## config.mk

```make
export PLATFORM = sky130hd
export DESIGN_NAME = ptd_addr_gen
export DESIGN_NICKNAME = d
export VERILOG_FILES = /design/src/design/planar_tile_decode_top_assert.svh /design/src/design/ptd_pkg.sv /design/src/design/ptd_addr_gen.sv
export SDC_FILE = /design/constraint.sdc
export NUM_CORES = 1
export LEC_CHECK = 0
export ABC_AREA = 1
export BUFFER_PORTS_ARGS = -buffer_cell sky130_fd_sc_hd__buf_2
export CAP_MARGIN = 20
export CORE_ASPECT_RATIO = 0.75
export CORE_MARGIN = 2
export CORE_UTILIZATION = 56
export DETAILED_ROUTE_END_ITERATION = 8
export HOLD_SLACK_MARGIN = 0.03
export PLACE_DENSITY_LB_ADDON = 0.15
export SETUP_SLACK_MARGIN = 0.05
export SLEW_MARGIN = 15
export SYNTH_ARGS = -nofsm -noshare
export SYNTH_HDL_FRONTEND = slang
export SYNTH_SLANG_ARGS = --single-unit
```

## constraint.sdc

```tcl
create_clock -name clk -period 5 [get_ports clk]
set_input_delay 0.75 -clock clk [delete_from_list [all_inputs] [get_ports clk]]
set_output_delay 0.75 -clock clk [all_outputs]
set_load 0.05 [all_outputs]
```

## src/design/planar_tile_decode_top_assert.svh

```systemverilog
// assertion macros for the planar tile decoder
`ifndef PLANAR_TILE_DECODE_TOP_ASSERT_SVH
`define PLANAR_TILE_DECODE_TOP_ASSERT_SVH

`ifndef ASSERT_OFF

`define PTD_ASSERT_IMPL(lbl, clk, rst_n, ante, cons) \
    lbl: assert property (@(posedge clk) disable iff (!rst_n) (ante) |-> (cons)) \
        else $error("implication check failed");

`define PTD_ASSERT_NEXT(lbl, clk, rst_n, ante, cons) \
    lbl: assert property (@(posedge clk) disable iff (!rst_n) (ante) |=> (cons)) \
        else $error("next-cycle check failed");

`define PTD_ASSERT_NEVER(lbl, clk, rst_n, cond) \
    lbl: assert property (@(posedge clk) disable iff (!rst_n) !(cond)) \
        else $error("forbidden condition seen");

`else

`define PTD_ASSERT_IMPL(lbl, clk, rst_n, ante, cons)
`define PTD_ASSERT_NEXT(lbl, clk, rst_n, ante, cons)
`define PTD_ASSERT_NEVER(lbl, clk, rst_n, cond)

`endif

`endif

```

## src/design/ptd_pkg.sv

```systemverilog
// types and constants shared by the planar tile decoder
`default_nettype none

package ptd_pkg;

    localparam int TILE_BYTES = 256;
    localparam int MAX_WIDTH  = 16;
    localparam int MAX_HEIGHT = 16;
    localparam int MAX_DEPTH  = 8;

    localparam int BYTE_ADDR_W = $clog2(TILE_BYTES);
    localparam int BIT_POS_W   = $clog2(TILE_BYTES * 8);
    localparam int ROW_W       = $clog2(MAX_HEIGHT);
    localparam int COL_W       = $clog2(MAX_WIDTH);
    localparam int PLANE_W     = $clog2(MAX_DEPTH);

    localparam int OPCODE_W   = 3;
    localparam int INDEX_W    = 8;
    localparam int DATA_W     = 8;
    localparam int OFF_W      = 11;
    localparam int PIX_W      = 8;
    localparam int BIT_SEL_W  = 3;
    localparam int SIZE_REG_W = 5;
    localparam int DEPTH_REG_W = 4;

    localparam int PADDR_W = 4;
    localparam int PDATA_W = 32;

    typedef enum logic [OPCODE_W-1:0] {
        OP_TILE_BYTE = 3'd0,
        OP_ROW_OFF   = 3'd1,
        OP_PIX_OFF   = 3'd2,
        OP_PLANE_OFF = 3'd3,
        OP_DECODE    = 3'd4
    } opcode_t;

    localparam logic [1:0] REG_TILE_WIDTH  = 2'd0;
    localparam logic [1:0] REG_TILE_HEIGHT = 2'd1;
    localparam logic [1:0] REG_BIT_DEPTH   = 2'd2;

    localparam logic [SIZE_REG_W-1:0]  TILE_WIDTH_RST  = 5'd8;
    localparam logic [SIZE_REG_W-1:0]  TILE_HEIGHT_RST = 5'd8;
    localparam logic [DEPTH_REG_W-1:0] BIT_DEPTH_RST   = 4'd4;

    typedef struct packed {
        logic [SIZE_REG_W-1:0]  tile_width;
        logic [SIZE_REG_W-1:0]  tile_height;
        logic [DEPTH_REG_W-1:0] bit_depth;
    } cfg_t;

    typedef struct packed {
        logic                   en;
        logic [BYTE_ADDR_W-1:0] addr;
        logic [DATA_W-1:0]      data;
    } tile_wr_t;

    typedef struct packed {
        logic                                  en;
        logic [MAX_DEPTH-1:0][BYTE_ADDR_W-1:0] addr;
    } tile_rd_t;

    typedef struct packed {
        logic                                oor;
        logic [MAX_DEPTH-1:0]                plane_en;
        logic [MAX_DEPTH-1:0][BIT_SEL_W-1:0] bit_sel;
    } pix_info_t;

endpackage

`default_nettype wire

```

## src/design/ptd_addr_gen.sv

```systemverilog
// offset tables and per-plane bit position generation
`default_nettype none

module ptd_addr_gen (
    input  wire logic                           clk,
    input  wire logic                           rst_n,
    input  wire logic                           s1_valid,
    input  wire logic [ptd_pkg::OPCODE_W-1:0]   s1_opcode,
    input  wire logic [ptd_pkg::INDEX_W-1:0]    s1_index,
    input  wire logic [ptd_pkg::OFF_W-1:0]      s1_offset,
    input  wire logic [ptd_pkg::ROW_W-1:0]      s1_row,
    input  wire logic [ptd_pkg::COL_W-1:0]      s1_column,
    input  ptd_pkg::cfg_t                       cfg,
    output logic [ptd_pkg::MAX_DEPTH-1:0][ptd_pkg::BYTE_ADDR_W-1:0] byte_addr,
    output ptd_pkg::pix_info_t                  info
);

    logic [ptd_pkg::OFF_W-1:0] row_off_reg   [ptd_pkg::MAX_HEIGHT];
    logic [ptd_pkg::OFF_W-1:0] pix_off_reg   [ptd_pkg::MAX_WIDTH];
    logic [ptd_pkg::OFF_W-1:0] plane_off_reg [ptd_pkg::MAX_DEPTH];

    logic                            row_we;
    logic                            pix_we;
    logic                            plane_we;
    logic [ptd_pkg::BIT_POS_W-1:0]   base;

    assign row_we   = s1_valid && (s1_opcode == ptd_pkg::OP_ROW_OFF)
                      && (s1_index < ptd_pkg::INDEX_W'(ptd_pkg::MAX_HEIGHT));
    assign pix_we   = s1_valid && (s1_opcode == ptd_pkg::OP_PIX_OFF)
                      && (s1_index < ptd_pkg::INDEX_W'(ptd_pkg::MAX_WIDTH));
    assign plane_we = s1_valid && (s1_opcode == ptd_pkg::OP_PLANE_OFF)
                      && (s1_index < ptd_pkg::INDEX_W'(ptd_pkg::MAX_DEPTH));

    always_ff @(posedge clk or negedge rst_n)
    begin
        if (!rst_n)
        begin
            for (int i = 0; i < ptd_pkg::MAX_HEIGHT; i++)
            begin
                row_off_reg[i] <= '0;
            end
            for (int i = 0; i < ptd_pkg::MAX_WIDTH; i++)
            begin
                pix_off_reg[i] <= '0;
            end
            for (int i = 0; i < ptd_pkg::MAX_DEPTH; i++)
            begin
                plane_off_reg[i] <= '0;
            end
        end
        else
        begin
            if (row_we)
            begin
                row_off_reg[s1_index[ptd_pkg::ROW_W-1:0]] <= s1_offset;
            end
            if (pix_we)
            begin
                pix_off_reg[s1_index[ptd_pkg::COL_W-1:0]] <= s1_offset;
            end
            if (plane_we)
            begin
                plane_off_reg[s1_index[ptd_pkg::PLANE_W-1:0]] <= s1_offset;
            end
        end
    end

    // bit positions wrap at the tile's bit size
    assign base = ptd_pkg::BIT_POS_W'(row_off_reg[s1_row] + pix_off_reg[s1_column]);

    assign info.oor = ({1'b0, s1_row} >= cfg.tile_height)
                   || ({1'b0, s1_column} >= cfg.tile_width);

    for (genvar p = 0; p < ptd_pkg::MAX_DEPTH; p++)
    begin : g_plane
        logic [ptd_pkg::BIT_POS_W-1:0] pos;

        assign pos = ptd_pkg::BIT_POS_W'(base + plane_off_reg[p]);
        assign byte_addr[p]     = pos[ptd_pkg::BIT_POS_W-1:ptd_pkg::BIT_SEL_W];
        assign info.bit_sel[p]  = pos[ptd_pkg::BIT_SEL_W-1:0];
        assign info.plane_en[p] = ptd_pkg::DEPTH_REG_W'(p) < cfg.bit_depth;
    end

endmodule

`default_nettype wire

```

==> impl_metrics.ini <==
[sta]
setup_violations = 32
holdWs_ns = 0.2359
fmax_ghz = 0.1898
slew_viol_final = 0
finalCritPeriodShare = 1.054
skew_ns = 0
max_slew_margin = 0.2999
rsz0062_at_grt = true
hold_viol_final = 0
min_period_ns = 5.268
worst_pin_slew_ns = 1.042
layout_setup_ws_ns = -0.2685

[worst_setup_path]
crit_path_top_delay_cell = fa_2
startpoint_type = primary input
endpoint_kind = output port
cp_top_family = buffers and inverters
max_stage_delay_ns = 0.43
critPathArrivalTime_ns = 4.52
worstSetupPathType = primary input to output port
reg2reg_slack_ns = 4.17
cpMostUsedCell = buf_6
crit_fanout = 8
r2r_end = row_off_reg[4]$_DFFE_PN0P_
worst_r2r_startpoint = row_off_reg[4]$_DFFE_PN0P_
reg2reg_depth = 2
crit_cells = 23
crit_required_ns = 4.25
cp_cell_sequence = buf_8, clkinvlp_4, buf_12, buf_12, o21ai_2, o22ai_1, o211ai_1, nand2_2, fa_2, buf_6, a31oi_4, xor2_1, bufinv_8, buf_6, ha_4, nand2_4, o21ai_4, buf_6, a21oi_4, nor2_1, nor2_1, xnor2_2, buf_6
path_buf_inv = 9

[clocking]
clkSinkCount = 440
h-tree-depth = 2
cts_tree = done
ctsHoldBuffers = 0
clock_tree.buffer_depth = 3
cts_buffers = 44
clk_pin_slew_ns = 0.06
cts_root_buffer = clkbuf_16
clk_latency_ns = 0.56

[final_layout]
drive_gt1_frac = 0.2803
layout.cells.non_filler = 3665
post-route-util = 0.7518
syn_to_final_growth_pct = 32.29
finalNetCount = 3257

[run_status]
status = finished with violations
failed_checks = setup timing

[yosys]
synth.top_cells.by_area = dfrtp_1, o21ai_0, nand2_1
synth-edff-count = 0
syn_area_per_cell_um2 = 8.314
yosys_register_bits = 440
synthFlopType = dfrtp_1
synthesis.area_um2 = 23160
yosysSeqAreaShare = 0.4754
synth_top_area_cell = dfrtp_1
yosys_warnings = 0
async_flop_share = 1.000
synth_fp_nets = 2940
synthCells = 2786
yosys.cell_types.count = 39
synth_top_area_frac = 0.4754

[power_and_ir_drop]
p_per_area_nw_per_um2 = 371.1
ir_worst_vdd_uv = 267.9
swShare = 0.3657
p_leak_nw = 14.49
p_comb_frac = 0.389
pwr-share-seq = 0.317
fin_total_pwr_mw = 11.37
power.net_switching_mw = 4.159
p_int_mw = 7.213
clkPwrFrac = 0.294

[floorplan]
start_util = 0.5683
die-area_um2 = 43020
core_um2 = 40760
die_h_um = 180.1
die_w_um = 238.8
pin_count = 144
rows = 64

[place]
io_buffers = 143
routabilityCongestion = 0.9642
placed_cells = 3560
post-place-ws_ns = -0.6895
place_hpwl_um = 47520

[routing]
drc = 0
via_per_inst = 6.041
wirelength_um = 76390
ant_nets = 0
drt_iter0_markers = 2649
dr.pass1.iters = 5
vias = 22140
wl_per_cell_um = 20.84

[global_route]
grt_usage = 0.3378
grt_pass1_vias = 21250
grt_max_degree = 116
grt_pass1_wl_um = 115100
overflow = 0
grt_antenna_before_repair = 1

[hold_path]
worst_hold_path_type = primary input to asynchronous set/reset pin

[run]
maxCapViolCount = 0
cell usage in the layout, fill, tap and decap left out, drive strengths merged, types with 21 or more instances in the layout:
cell type / instances
nand3: 98
nand2: 660
o211ai: 21
a21oi: 70
ha: 98
xor2: 47
dfrtp: 440
inv: 118
buf: 462
clkbuf: 72
o21ai: 618
o221ai: 60
xnor2: 25
o22ai: 22
nor2: 240
cell families after synthesis:
family,Yosys count,synth area share
xor+xnor,72,0.02723
compound gates,837,0.1998
flops,440,0.4754
simple gates,1013,0.1760
fa+ha+maj,107,0.06072
buf+inv,317,0.06093
power by group through the flow:
stage,clock (mW),sequential (mW),combinational [mW]
2_1_floorplan,0,3.67,2.12
3_3_place_gp,0,3.67,3.31
3_5_place_dp,0,3.67,3.36
4_1_cts,3.35,3.61,3.80
5_1_grt,3.51,3.61,4.61
6_report,3.34,3.61,4.42
worst max-delay path by stage:
stage	endpoint	startpoint	slack [ns]
2_1_floorplan	byte_addr[22]	s1_row[0]	-0.1
3_3_place_gp	byte_addr[63]	s1_row[0]	-0.55
3_5_place_dp	byte_addr[6]	s1_row[0]	-0.69
4_1_cts	byte_addr[63]	s1_row[1]	-0.16
5_1_grt	byte_addr[31]	s1_row[1]	-0.35
6_report	byte_addr[5]	s1_row[1]	-0.27
final cells by class:
type | count | area, um^2
multi-input cells | 2029 | 13040
fillers | 2774 | 10120
well taps | 528 | 660.6
clock inverters | 12 | 150.1
inverters | 121 | 485.5
flip-flops and latches | 440 | 11010
repair buffers | 467 | 3981
diodes | 1 | 2.502
clock buffers | 67 | 1309
routing by layer:
| metal | routed length (um) | up-vias | track usage |
|---|---|---|---|
| met3 | 6469 | 205 | 0.05561 |
| li1 | - | 10020 | - |
| met4 | 2607 | 0 | 0.09900 |
| met5 | 0 | - | 0 |
| met1 | 32390 | 10780 | 0.4837 |
| met2 | 34920 | 1133 | 0.5327 |
worst register-to-register path, delay by kind of cell, from the launching register on:
| family | cells | cell delay, ns |
|---|---|---|
| AND/OR/NAND/NOR | 1 | 0.09 |
| AO/OA/AOI/OAI | 1 | 0.16 |
| flip-flops | 1 | 0.40 |
synth_stat cells (25+ instances only):
| library cell | instances |
|---|---|
| nand2_1 | 650 |
| o21ai_0 | 499 |
| dfrtp_1 | 440 |
| nor2_1 | 240 |
| clkbuf_1 | 144 |
| inv_1 | 118 |
| o21ai_1 | 109 |
| ha_1 | 98 |
| nand3_1 | 96 |
| a21oi_1 | 70 |
| o221ai_1 | 60 |
| xor2_1 | 47 |
| xnor2_1 | 25 |
per-stage QoR:
step	cell area (um^2)	setup TNS, ns
final	30640	-4.577
after global routing	30640	-6.964
after CTS	29220	-1.730
after detailed placement	26490	-17.25
after global placement	26490	-15.16
after floorplan	23600	-0.4498
repair_timing:
action	4_1_cts	5_1_grt
pin swaps	51	157
setup buffers	13	24
endpoints found under the setup margin	51	57
gates resized for setup	251	303
cloned	1	3
Note: power is estimated with default switching activity, not from simulation.
