## src/design/planar_tile_decode_top_assert.svh

```systemverilog
// assertion macros for the planar tile decoder
`ifndef PLANAR_TILE_DECODE_TOP_ASSERT_SVH
`define PLANAR_TILE_DECODE_TOP_ASSERT_SVH

`ifndef ASSERT_OFF

`define PTD_ASSERT_IMPL(lbl, clk, rst_n, ante, cons) \
    lbl: assert property (@(posedge clk) disable iff (!rst_n) (ante) |-> (cons)) \
        else $error("implication check failed");

`define PTD_ASSERT_NEXT(lbl, clk, rst_n, ante, cons) \
    lbl: assert property (@(posedge clk) disable iff (!rst_n) (ante) |=> (cons)) \
        else $error("next-cycle check failed");

`define PTD_ASSERT_NEVER(lbl, clk, rst_n, cond) \
    lbl: assert property (@(posedge clk) disable iff (!rst_n) !(cond)) \
        else $error("forbidden condition seen");

`else

`define PTD_ASSERT_IMPL(lbl, clk, rst_n, ante, cons)
`define PTD_ASSERT_NEXT(lbl, clk, rst_n, ante, cons)
`define PTD_ASSERT_NEVER(lbl, clk, rst_n, cond)

`endif

`endif

```

## src/design/ptd_pkg.sv

```systemverilog
// types and constants shared by the planar tile decoder
`default_nettype none

package ptd_pkg;

    localparam int TILE_BYTES = 256;
    localparam int MAX_WIDTH  = 16;
    localparam int MAX_HEIGHT = 16;
    localparam int MAX_DEPTH  = 8;

    localparam int BYTE_ADDR_W = $clog2(TILE_BYTES);
    localparam int BIT_POS_W   = $clog2(TILE_BYTES * 8);
    localparam int ROW_W       = $clog2(MAX_HEIGHT);
    localparam int COL_W       = $clog2(MAX_WIDTH);
    localparam int PLANE_W     = $clog2(MAX_DEPTH);

    localparam int OPCODE_W   = 3;
    localparam int INDEX_W    = 8;
    localparam int DATA_W     = 8;
    localparam int OFF_W      = 11;
    localparam int PIX_W      = 8;
    localparam int BIT_SEL_W  = 3;
    localparam int SIZE_REG_W = 5;
    localparam int DEPTH_REG_W = 4;

    localparam int PADDR_W = 4;
    localparam int PDATA_W = 32;

    typedef enum logic [OPCODE_W-1:0] {
        OP_TILE_BYTE = 3'd0,
        OP_ROW_OFF   = 3'd1,
        OP_PIX_OFF   = 3'd2,
        OP_PLANE_OFF = 3'd3,
        OP_DECODE    = 3'd4
    } opcode_t;

    localparam logic [1:0] REG_TILE_WIDTH  = 2'd0;
    localparam logic [1:0] REG_TILE_HEIGHT = 2'd1;
    localparam logic [1:0] REG_BIT_DEPTH   = 2'd2;

    localparam logic [SIZE_REG_W-1:0]  TILE_WIDTH_RST  = 5'd8;
    localparam logic [SIZE_REG_W-1:0]  TILE_HEIGHT_RST = 5'd8;
    localparam logic [DEPTH_REG_W-1:0] BIT_DEPTH_RST   = 4'd4;

    typedef struct packed {
        logic [SIZE_REG_W-1:0]  tile_width;
        logic [SIZE_REG_W-1:0]  tile_height;
        logic [DEPTH_REG_W-1:0] bit_depth;
    } cfg_t;

    typedef struct packed {
        logic                   en;
        logic [BYTE_ADDR_W-1:0] addr;
        logic [DATA_W-1:0]      data;
    } tile_wr_t;

    typedef struct packed {
        logic                                  en;
        logic [MAX_DEPTH-1:0][BYTE_ADDR_W-1:0] addr;
    } tile_rd_t;

    typedef struct packed {
        logic                                oor;
        logic [MAX_DEPTH-1:0]                plane_en;
        logic [MAX_DEPTH-1:0][BIT_SEL_W-1:0] bit_sel;
    } pix_info_t;

endpackage

`default_nettype wire

```

## src/design/ptd_cfg_regs.sv

```systemverilog
// apb configuration registers: tile width, tile height, bit depth
`default_nettype none

module ptd_cfg_regs (
    input  wire logic                         clk,
    input  wire logic                         rst_n,
    input  wire logic                         psel,
    input  wire logic                         penable,
    input  wire logic                         pwrite,
    input  wire logic [ptd_pkg::PADDR_W-1:0]  paddr,
    input  wire logic [ptd_pkg::PDATA_W-1:0]  pwdata,
    output logic      [ptd_pkg::PDATA_W-1:0]  prdata,
    output logic                              pready,
    output ptd_pkg::cfg_t                     cfg
);

    ptd_pkg::cfg_t cfg_reg;
    logic          wr_en;
    logic [1:0]    reg_idx;

    assign pready  = 1'b1;
    assign wr_en   = psel && penable && pwrite && pready;
    assign reg_idx = paddr[3:2];
    assign cfg     = cfg_reg;

    always_ff @(posedge clk or negedge rst_n)
    begin
        if (!rst_n)
        begin
            cfg_reg.tile_width  <= ptd_pkg::TILE_WIDTH_RST;
            cfg_reg.tile_height <= ptd_pkg::TILE_HEIGHT_RST;
            cfg_reg.bit_depth   <= ptd_pkg::BIT_DEPTH_RST;
        end
        else if (wr_en)
        begin
            unique case (reg_idx)
                ptd_pkg::REG_TILE_WIDTH:
                    cfg_reg.tile_width <= pwdata[ptd_pkg::SIZE_REG_W-1:0];
                ptd_pkg::REG_TILE_HEIGHT:
                    cfg_reg.tile_height <= pwdata[ptd_pkg::SIZE_REG_W-1:0];
                ptd_pkg::REG_BIT_DEPTH:
                    cfg_reg.bit_depth <= pwdata[ptd_pkg::DEPTH_REG_W-1:0];
                default:
                begin
                end
            endcase
        end
    end

    always_comb
    begin
        unique case (reg_idx)
            ptd_pkg::REG_TILE_WIDTH:  prdata = ptd_pkg::PDATA_W'(cfg_reg.tile_width);
            ptd_pkg::REG_TILE_HEIGHT: prdata = ptd_pkg::PDATA_W'(cfg_reg.tile_height);
            ptd_pkg::REG_BIT_DEPTH:   prdata = ptd_pkg::PDATA_W'(cfg_reg.bit_depth);
            default:                  prdata = '0;
        endcase
    end

endmodule

`default_nettype wire

```

## config.mk

```make
export PLATFORM = sky130hd
export DESIGN_NAME = ptd_cfg_regs
export DESIGN_NICKNAME = d
export VERILOG_FILES = /design/src/design/planar_tile_decode_top_assert.svh /design/src/design/ptd_pkg.sv /design/src/design/ptd_cfg_regs.sv
export SDC_FILE = /design/constraint.sdc
export NUM_CORES = 1
export LEC_CHECK = 0
export ABC_AREA = 1
export BUFFER_PORTS_ARGS = -buffer_cell sky130_fd_sc_hd__buf_2
export CORE_ASPECT_RATIO = 1.4
export CORE_MARGIN = 3
export CORE_UTILIZATION = 30
export DETAILED_ROUTE_END_ITERATION = 10
export PLACE_DENSITY = 0.68
export SLEW_MARGIN = 20
export SYNTH_ARGS = -nofsm -noshare
export SYNTH_HDL_FRONTEND = slang
export SYNTH_SLANG_ARGS = --single-unit
```

## constraint.sdc

```tcl
create_clock -name clk -period 0.8 [get_ports clk]
set_input_delay 0.04 -clock clk [delete_from_list [all_inputs] [get_ports clk]]
set_output_delay 0.04 -clock clk [all_outputs]
set_load 0.02 [all_outputs]
```

==> results of run 1 <==
==> synth_stat cells, drive strengths merged <==
master	n	share of area (%)
conb	2	0.82
inv	5	2.1
nor2	5	4.5
nand2	64	28
dfrtp	11	30
buf	28	23
dfstp	3	8.6
nand3	5	3.3
==> critical path, stage by stage, from the launching register on <==
cell and delay (ps):
sky130_fd_sc_hd__dfstp_2 540, sky130_fd_sc_hd__nand2_2 60, sky130_fd_sc_hd__nand3_2 70, sky130_fd_sc_hd__buf_6 110
==> metrics by stage <==
step	setup WS [ps]	hold slack, ps	util (%)	power (mW)	cells
floorplan	-14.9	-256	-	1.64	149
global placement	-48.5	-50.7	36.3	1.87	193
detailed placement	-50.4	-46.5	36.3	1.88	193
CTS	-271	9.24	46.2	3.03	206
global route	-301	30.7	47.8	3.27	209
finish	-267	12.5	47.8	3.10	209
==> routing by layer <==
metal	GRT usage, %	vias up
met4	6.82	0
met1	15.6	394
met2	23.1	41
met5	0	-
met3	2.49	4
li1	-	412
==> cells by family after synthesis <==
kind of cell           Yosys count  synth area share [%]
AND/OR/NAND/NOR                 74                  35.4
buffers and inverters           33                  25.0
flip-flops                      14                  38.7
other                            2                 0.821
==> what timing repair did <==
| action | in CTS | in global routing |
|---|---|---|
| endpoints found under the hold margin | 14 | 0 |
| setup endpoints to repair | 20 | 21 |
| hold buffers | 1 | 0 |
| setup buffers | 8 | 4 |
| resized for setup | 49 | 8 |
| pin swaps | 10 | 4 |
==> final timing paths <==
check                                     from             endpoint  slack, ps
min in group asynchronous                rst_n  cfg[10]$_DFFE_PN0P_        210
setup reg to reg            cfg[7]$_DFFE_PN1P_   cfg[7]$_DFFE_PN1P_        -80
hold / removal                       pwdata[3]  cfg[12]$_DFFE_PN1P_         10
setup / recovery           cfg[12]$_DFFE_PN1P_            prdata[3]       -270
max in group asynchronous                rst_n   cfg[2]$_DFFE_PN1P_        290
hold reg to reg             cfg[2]$_DFFE_PN1P_   cfg[2]$_DFFE_PN1P_        490
==> power groups by stage <==
stage | logic [mW] | clock network, mW | registers (mW)
after floorplan | 0.467 | 0 | 1.17
after global placement | 0.879 | 0 | 0.988
after detailed placement | 0.891 | 0 | 0.989
after CTS | 1.33 | 0.710 | 0.991
after global routing | 1.52 | 0.742 | 1.01
final | 1.41 | 0.699 | 0.993
==> final cells by class <==
type | instances | area, sq um | area share (%)
inverter | 5 | 18.8 | 1.36
clock buffer | 4 | 55.1 | 4.00
multi-input combinational | 102 | 467 | 33.9
sequential | 14 | 354 | 25.8
timing repair buffer | 47 | 434 | 31.6
tap | 37 | 46.3 | 3.37
==> metrics, run 1 <==
status finished with violations; violated checks negative setup slack; final-stage net count 214; # rows 23; CTS Buffer Depth 2; TritonCTS Sinks 14; post-synthesis sequential area ratio 38.7%; gate count after technology mapping 123; die area 3760 sq um; total wirelength of the detailed-routed design 2.33 mm; Switching Power 1.10 mW; antenna violations before repair 0; setup repair after global routing missed its margin true; Clock Power Share 22.5%; buffer type at the clock tree root sky130_fd_sc_hd__clkbuf_8; Worst Hold Depth 3; Setup TNS Final -2900 ps; routed wl met2 1.26 mm; commonest cells after routing, fill and taps aside 52 x sky130_fd_sc_hd__nand2_1, 29 x sky130_fd_sc_hd__buf_6, 28 x sky130_fd_sc_hd__conb_1; area of the core region 2880 sq um; post-layout min period 1070 ps; placed cell areas 1050 sq um; HPWL after detailed placement 1.77 mm; remaining antenna violation count 0; number of pins exceeding their max-slew limit in the final report 0; leakage power of the design 0.778 nW; final weighted congestion in routability-driven placement 0.756; Die Height 71.3 um; Largest register FFs 14; fill cell instance count of the final layout 314; Metal-1 WL 830 um; final setup slack of the worst path -267 ps; number of failing hold endpoints at the final stage 0; total global-route track usage 13.5%; Diodes inserted 0; remaining routing DRC violations 0; via/cell ratio 4.07; Starting Density 31.8%; cell internal pwr 2.01 mW; worst-skew pair later-pin latency 240 ps; switching share of power 35.4%; share of final-layout standard cells stronger than drive strength 1 45.3%; number of vias in the routed layout 851; CTS H-Tree Depth 1; register bit total from synthesis 14; Yosys warnings 0; TritonCTS clock tree done; Reg power frac 32.0%; global-route wire length before repair 3.73 mm; combinational power share 45.4%; startpoint-to-endpoint class of the critical path reg -> out; count of port buffers added during placement 30; max_cap viols 0; via count of the first global-routing pass 792; highest metal used met4; number of CTS-inserted buffers 3; met3 routed wirelength 190 um; most frequent standard cell in the layout excluding fill and tap cells sky130_fd_sc_hd__nand2_1; routed length per placed instance 11.1 um; number of endpoints failing setup at the final stage 21; Max Clock Freq 937 MHz; die width 52.7 um; clk_skew 0 ps; post-route standard cell area excluding fillers 1380 sq um; data required time at the worst endpoint 760 ps; mean area per synthesized cell 7.44 sq um; count of cell types in the netlist 12; Worst Path Max Fanout 2; post-route clock period utilization 133%; Critical Path Start Type flop; remaining global-route overflow 0; number of DRC markers in iteration 0 19; maximum number of pins on one net before global-route repair 15; endpoint kind of the worst setup timing path output port; area of the mapped netlist 915 sq um; type of the most critical hold path in -> reg; Area growth, synth to finish 50.3%; I/O pin total 88; Critical Path AT 1030 ps; clock-pin slew on the worst setup and hold paths 60 ps; total power divided by cell area 2260 nW/um^2; Max VDD drop 1.57 mV; number of optimization iterations in the first detailed-route pass 4; number of cells on the worst reg-to-reg path 4
Note: power is estimated with default switching activity, not from simulation.
==> inputs of run 2 (changes only) <==
--- a/config.mk
+++ b/config.mk
@@ -5,13 +5,12 @@
 export SDC_FILE = /design/constraint.sdc
 export NUM_CORES = 1
 export LEC_CHECK = 0
-export ABC_AREA = 1
 export BUFFER_PORTS_ARGS = -buffer_cell sky130_fd_sc_hd__buf_2
 export CORE_ASPECT_RATIO = 1.4
 export CORE_MARGIN = 3
 export CORE_UTILIZATION = 30
 export DETAILED_ROUTE_END_ITERATION = 10
-export PLACE_DENSITY = 0.68
+export PLACE_DENSITY = 0.7
 export SLEW_MARGIN = 20
 export SYNTH_ARGS = -nofsm -noshare
 export SYNTH_HDL_FRONTEND = slang
==> constraint.sdc (replaced) <==
create_clock -name clk -period 1.1 [get_ports clk]
set_input_delay 0.055 -clock clk [delete_from_list [all_inputs] [get_ports clk]]
set_output_delay 0.055 -clock clk [all_outputs]
set_load 0.02 [all_outputs]
==> run 2 against run 1 <==
  * The run still ends with negative setup slack left
  * Clock skew stayed put
  * Flip-flop and latch count is the same
  * Non-clock buffer count is 2 lower
  * Critical path depth unchanged
  * Sequential share of layout area grew 6.2 points
  * First-iteration DRC count shrank 68%
  * Core utilization decreased by 6.7 points
  * Worst setup slack improved by 170 ps
  * Critical path type unchanged
  * Largest cell class unchanged
==> metrics, run 2 <==
post-route clock period utilization 109%; Worst Path Max Fanout 2; die area 3580 sq um; number of CTS-inserted buffers 3; die width 51.4 um; clock-pin slew on the worst setup and hold paths 80 ps; setup repair after global routing missed its margin true; antenna violations before repair 0; maximum number of pins on one net before global-route repair 15; Worst Hold Depth 2; remaining routing DRC violations 0; number of cells on the worst reg-to-reg path 2; buffers plus inverters on the worst setup path 1; pre-CTS setup slack -55.8 ps; HPWL after detailed placement 1.47 mm; Die Height 69.6 um; cell family with most CP delay flip-flops; global-route wire length before repair 2.81 mm; total wirelength of the detailed-routed design 1.80 mm; count of cell types in the netlist 15; mux cell area share after synthesis 24.0%; cell type contributing the most total cell area after synthesis sky130_fd_sc_hd__dfrtp_1; endpoint kind of the worst setup timing path output port; synthesized-area fraction occupied by and/or/nand/nor cells 6.49%; Yosys top cell area share 31.7%; gate count after technology mapping 78; routed length per placed instance 11.2 um; violated checks negative setup slack; Post-Synth Adder-Cell Area 0%; startpoint-to-endpoint class of the critical path reg -> out; remaining antenna violation count 0; Synth async-reset ratio 100%; area of the core region 2700 sq um; Diodes inserted 0; CP max-delay cell sky130_fd_sc_hd__dfstp_2; post-synthesis sequential area ratio 40.8%; Critical Path AT 1140 ps; final weighted congestion in routability-driven placement 0.786; number of endpoints failing setup at the final stage 3; mean area per synthesized cell 11.1 sq um; total global-route track usage 10.2%; number of optimization iterations in the first detailed-route pass 3; total power divided by cell area 1660 nW/um^2; logic depth of the worst setup path including buffers 3; clk_skew 0 ps; remaining global-route overflow 0; via/cell ratio 3.95; final setup slack of the worst path -93.7 ps; buffer type at the clock tree root sky130_fd_sc_hd__clkbuf_4; final-stage net count 166; number of pins exceeding their max-slew limit in the final report 0; type of the most critical hold path in -> reg; most frequent standard cell in the layout excluding fill and tap cells sky130_fd_sc_hd__conb_1; top-count cell post-synth sky130_fd_sc_hd__buf_4; count of port buffers added during placement 30; Area growth, synth to finish 27.7%; # rows 22; I/O pin total 88; status finished with violations; number of DRC markers in iteration 0 6; Largest register FFs 14; non-filler cells in the finished layout 160; worst-skew pair later-pin latency 270 ps; Area contributors post-synth sky130_fd_sc_hd__dfrtp_1 32%, sky130_fd_sc_hd__buf_4 24%, sky130_fd_sc_hd__mux2_2 18%, sky130_fd_sc_hd__dfstp_2 9.1%, sky130_fd_sc_hd__mux2i_1 5.8%; CTS H-Tree Depth 1; largest stage delay on the critical path 530 ps; number of failing hold endpoints at the final stage 0; TritonCTS clock tree done; max_cap viols 0; Starting Density 32.1%; leakage power of the design 0.589 nW; Post-synth EDFFs 0; Yosys warnings 0; post-layout min period 1190 ps; commonest cells after routing, fill and taps aside 28 x sky130_fd_sc_hd__conb_1, 24 x sky130_fd_sc_hd__buf_2, 18 x sky130_fd_sc_hd__buf_4; via count of the first global-routing pass 638; number of vias in the routed layout 632; crit path cell chain mux2i_1 -> o21ai_1 -> buf_4; TritonCTS Sinks 14; post-synthesis share of cell area spent on xor and xnor gates 0%; area fraction in compound gates after synthesis 2.31%; primary flip-flop cell chosen by synthesis mapping sky130_fd_sc_hd__dfrtp_1; CTS Buffer Depth 2; Max VDD drop 0.679 mV; largest family of logic cells by synthesized area buffers and inverters; Setup TNS Final -140 ps; core occupancy in the finished layout 41.0%; register bit total from synthesis 14; data required time at the worst endpoint 1040 ps; # placed instances 149; area of the mapped netlist 867 sq um; Critical Path Start Type flop; Max Clock Freq 838 MHz; share of final-layout standard cells stronger than drive strength 1 53.2%; leading cell types by count after synthesis 28 x sky130_fd_sc_hd__buf_4, 14 x sky130_fd_sc_hd__mux2_2, 11 x sky130_fd_sc_hd__dfrtp_1, 5 x sky130_fd_sc_hd__mux2i_1
-- run 2: changes by cell type after synthesis, moves of 3 or more --
cell,change
sky130_fd_sc_hd__o21ai_0,+4
sky130_fd_sc_hd__nand3_1,-3
sky130_fd_sc_hd__inv_2,-3
sky130_fd_sc_hd__mux2i_1,+5
sky130_fd_sc_hd__nor2_2,-3
sky130_fd_sc_hd__mux2_2,+14
sky130_fd_sc_hd__nand2_1,-55
sky130_fd_sc_hd__nand2_2,-5
-- run 2: repair_timing --
item | 4_1_cts | 5_1_grt
hold buffers | 1 | 0
endpoints found under the setup margin | 4 | 7
buffers inserted | 5 | 1
cloned | 0 | 0
gates resized for setup | 9 | 2
hold endpoints to repair | 14 | 0
pin swaps | 0 | 0
-- run 2: cell families after synthesis --
kind of cell    count (synthesis)
compound gates                  4
flops                          14
other cells                     2
buf+inv                        29
mux                            19
simple gates                   10
-- run 2: cell type report --
type,count,area (sq um)
sequential,14,354
timing repair buffer,45,288
multi-input combinational,61,394
fill,278,1590
clock buffer,4,26.3
tap,36,45.0
-- run 2: power breakdown --
| part | total [mW] | internal (mW) | switching (mW) |
|---|---|---|---|
| registers | 0.726 | 0.653 | 0.0731 |
| clock network | 0.299 | 0.141 | 0.159 |
| logic | 0.817 | 0.351 | 0.467 |
| total | 1.84 | 1.14 | 0.699 |
-- run 2: final timing paths --
kind                               startpoint            endpoint  slack [ps]
max in group asynchronous               rst_n  cfg[2]$_DFFE_PN1P_         600
max                        cfg[7]$_DFFE_PN1P_           prdata[3]         -90
min                                 pwdata[4]  cfg[8]$_DFFE_PN0P_          20
min in group asynchronous               rst_n  cfg[8]$_DFFE_PN0P_         210
max reg2reg                cfg[5]$_DFFE_PN0P_  cfg[5]$_DFFE_PN0P_         220
min reg2reg                cfg[6]$_DFFE_PN0P_  cfg[6]$_DFFE_PN0P_         530
-- run 2: stage by stage --
| stage | power [mW] | hold slack (ps) | instance area (sq um) |
|---|---|---|---|
| 6_report | 1.84 | 23.1 | 1110 |
| 3_3_place_gp | 1.42 | -45.0 | 1000 |
| 3_5_place_dp | 1.44 | -36.0 | 1000 |
| 5_1_grt | 1.96 | 28.3 | 1110 |
| 2_1_floorplan | 1.27 | -241 | 970 |
| 4_1_cts | 1.85 | 17.6 | 1100 |
-- run 2: metal layers --
metal	share of wire (%)	vias to the layer above	GRT usage, %
met3	10	0	2.80
li1	-	302	-
met4	0	0	4.37
met2	49	38	16.7
met1	41	292	12.1
met5	0	-	0
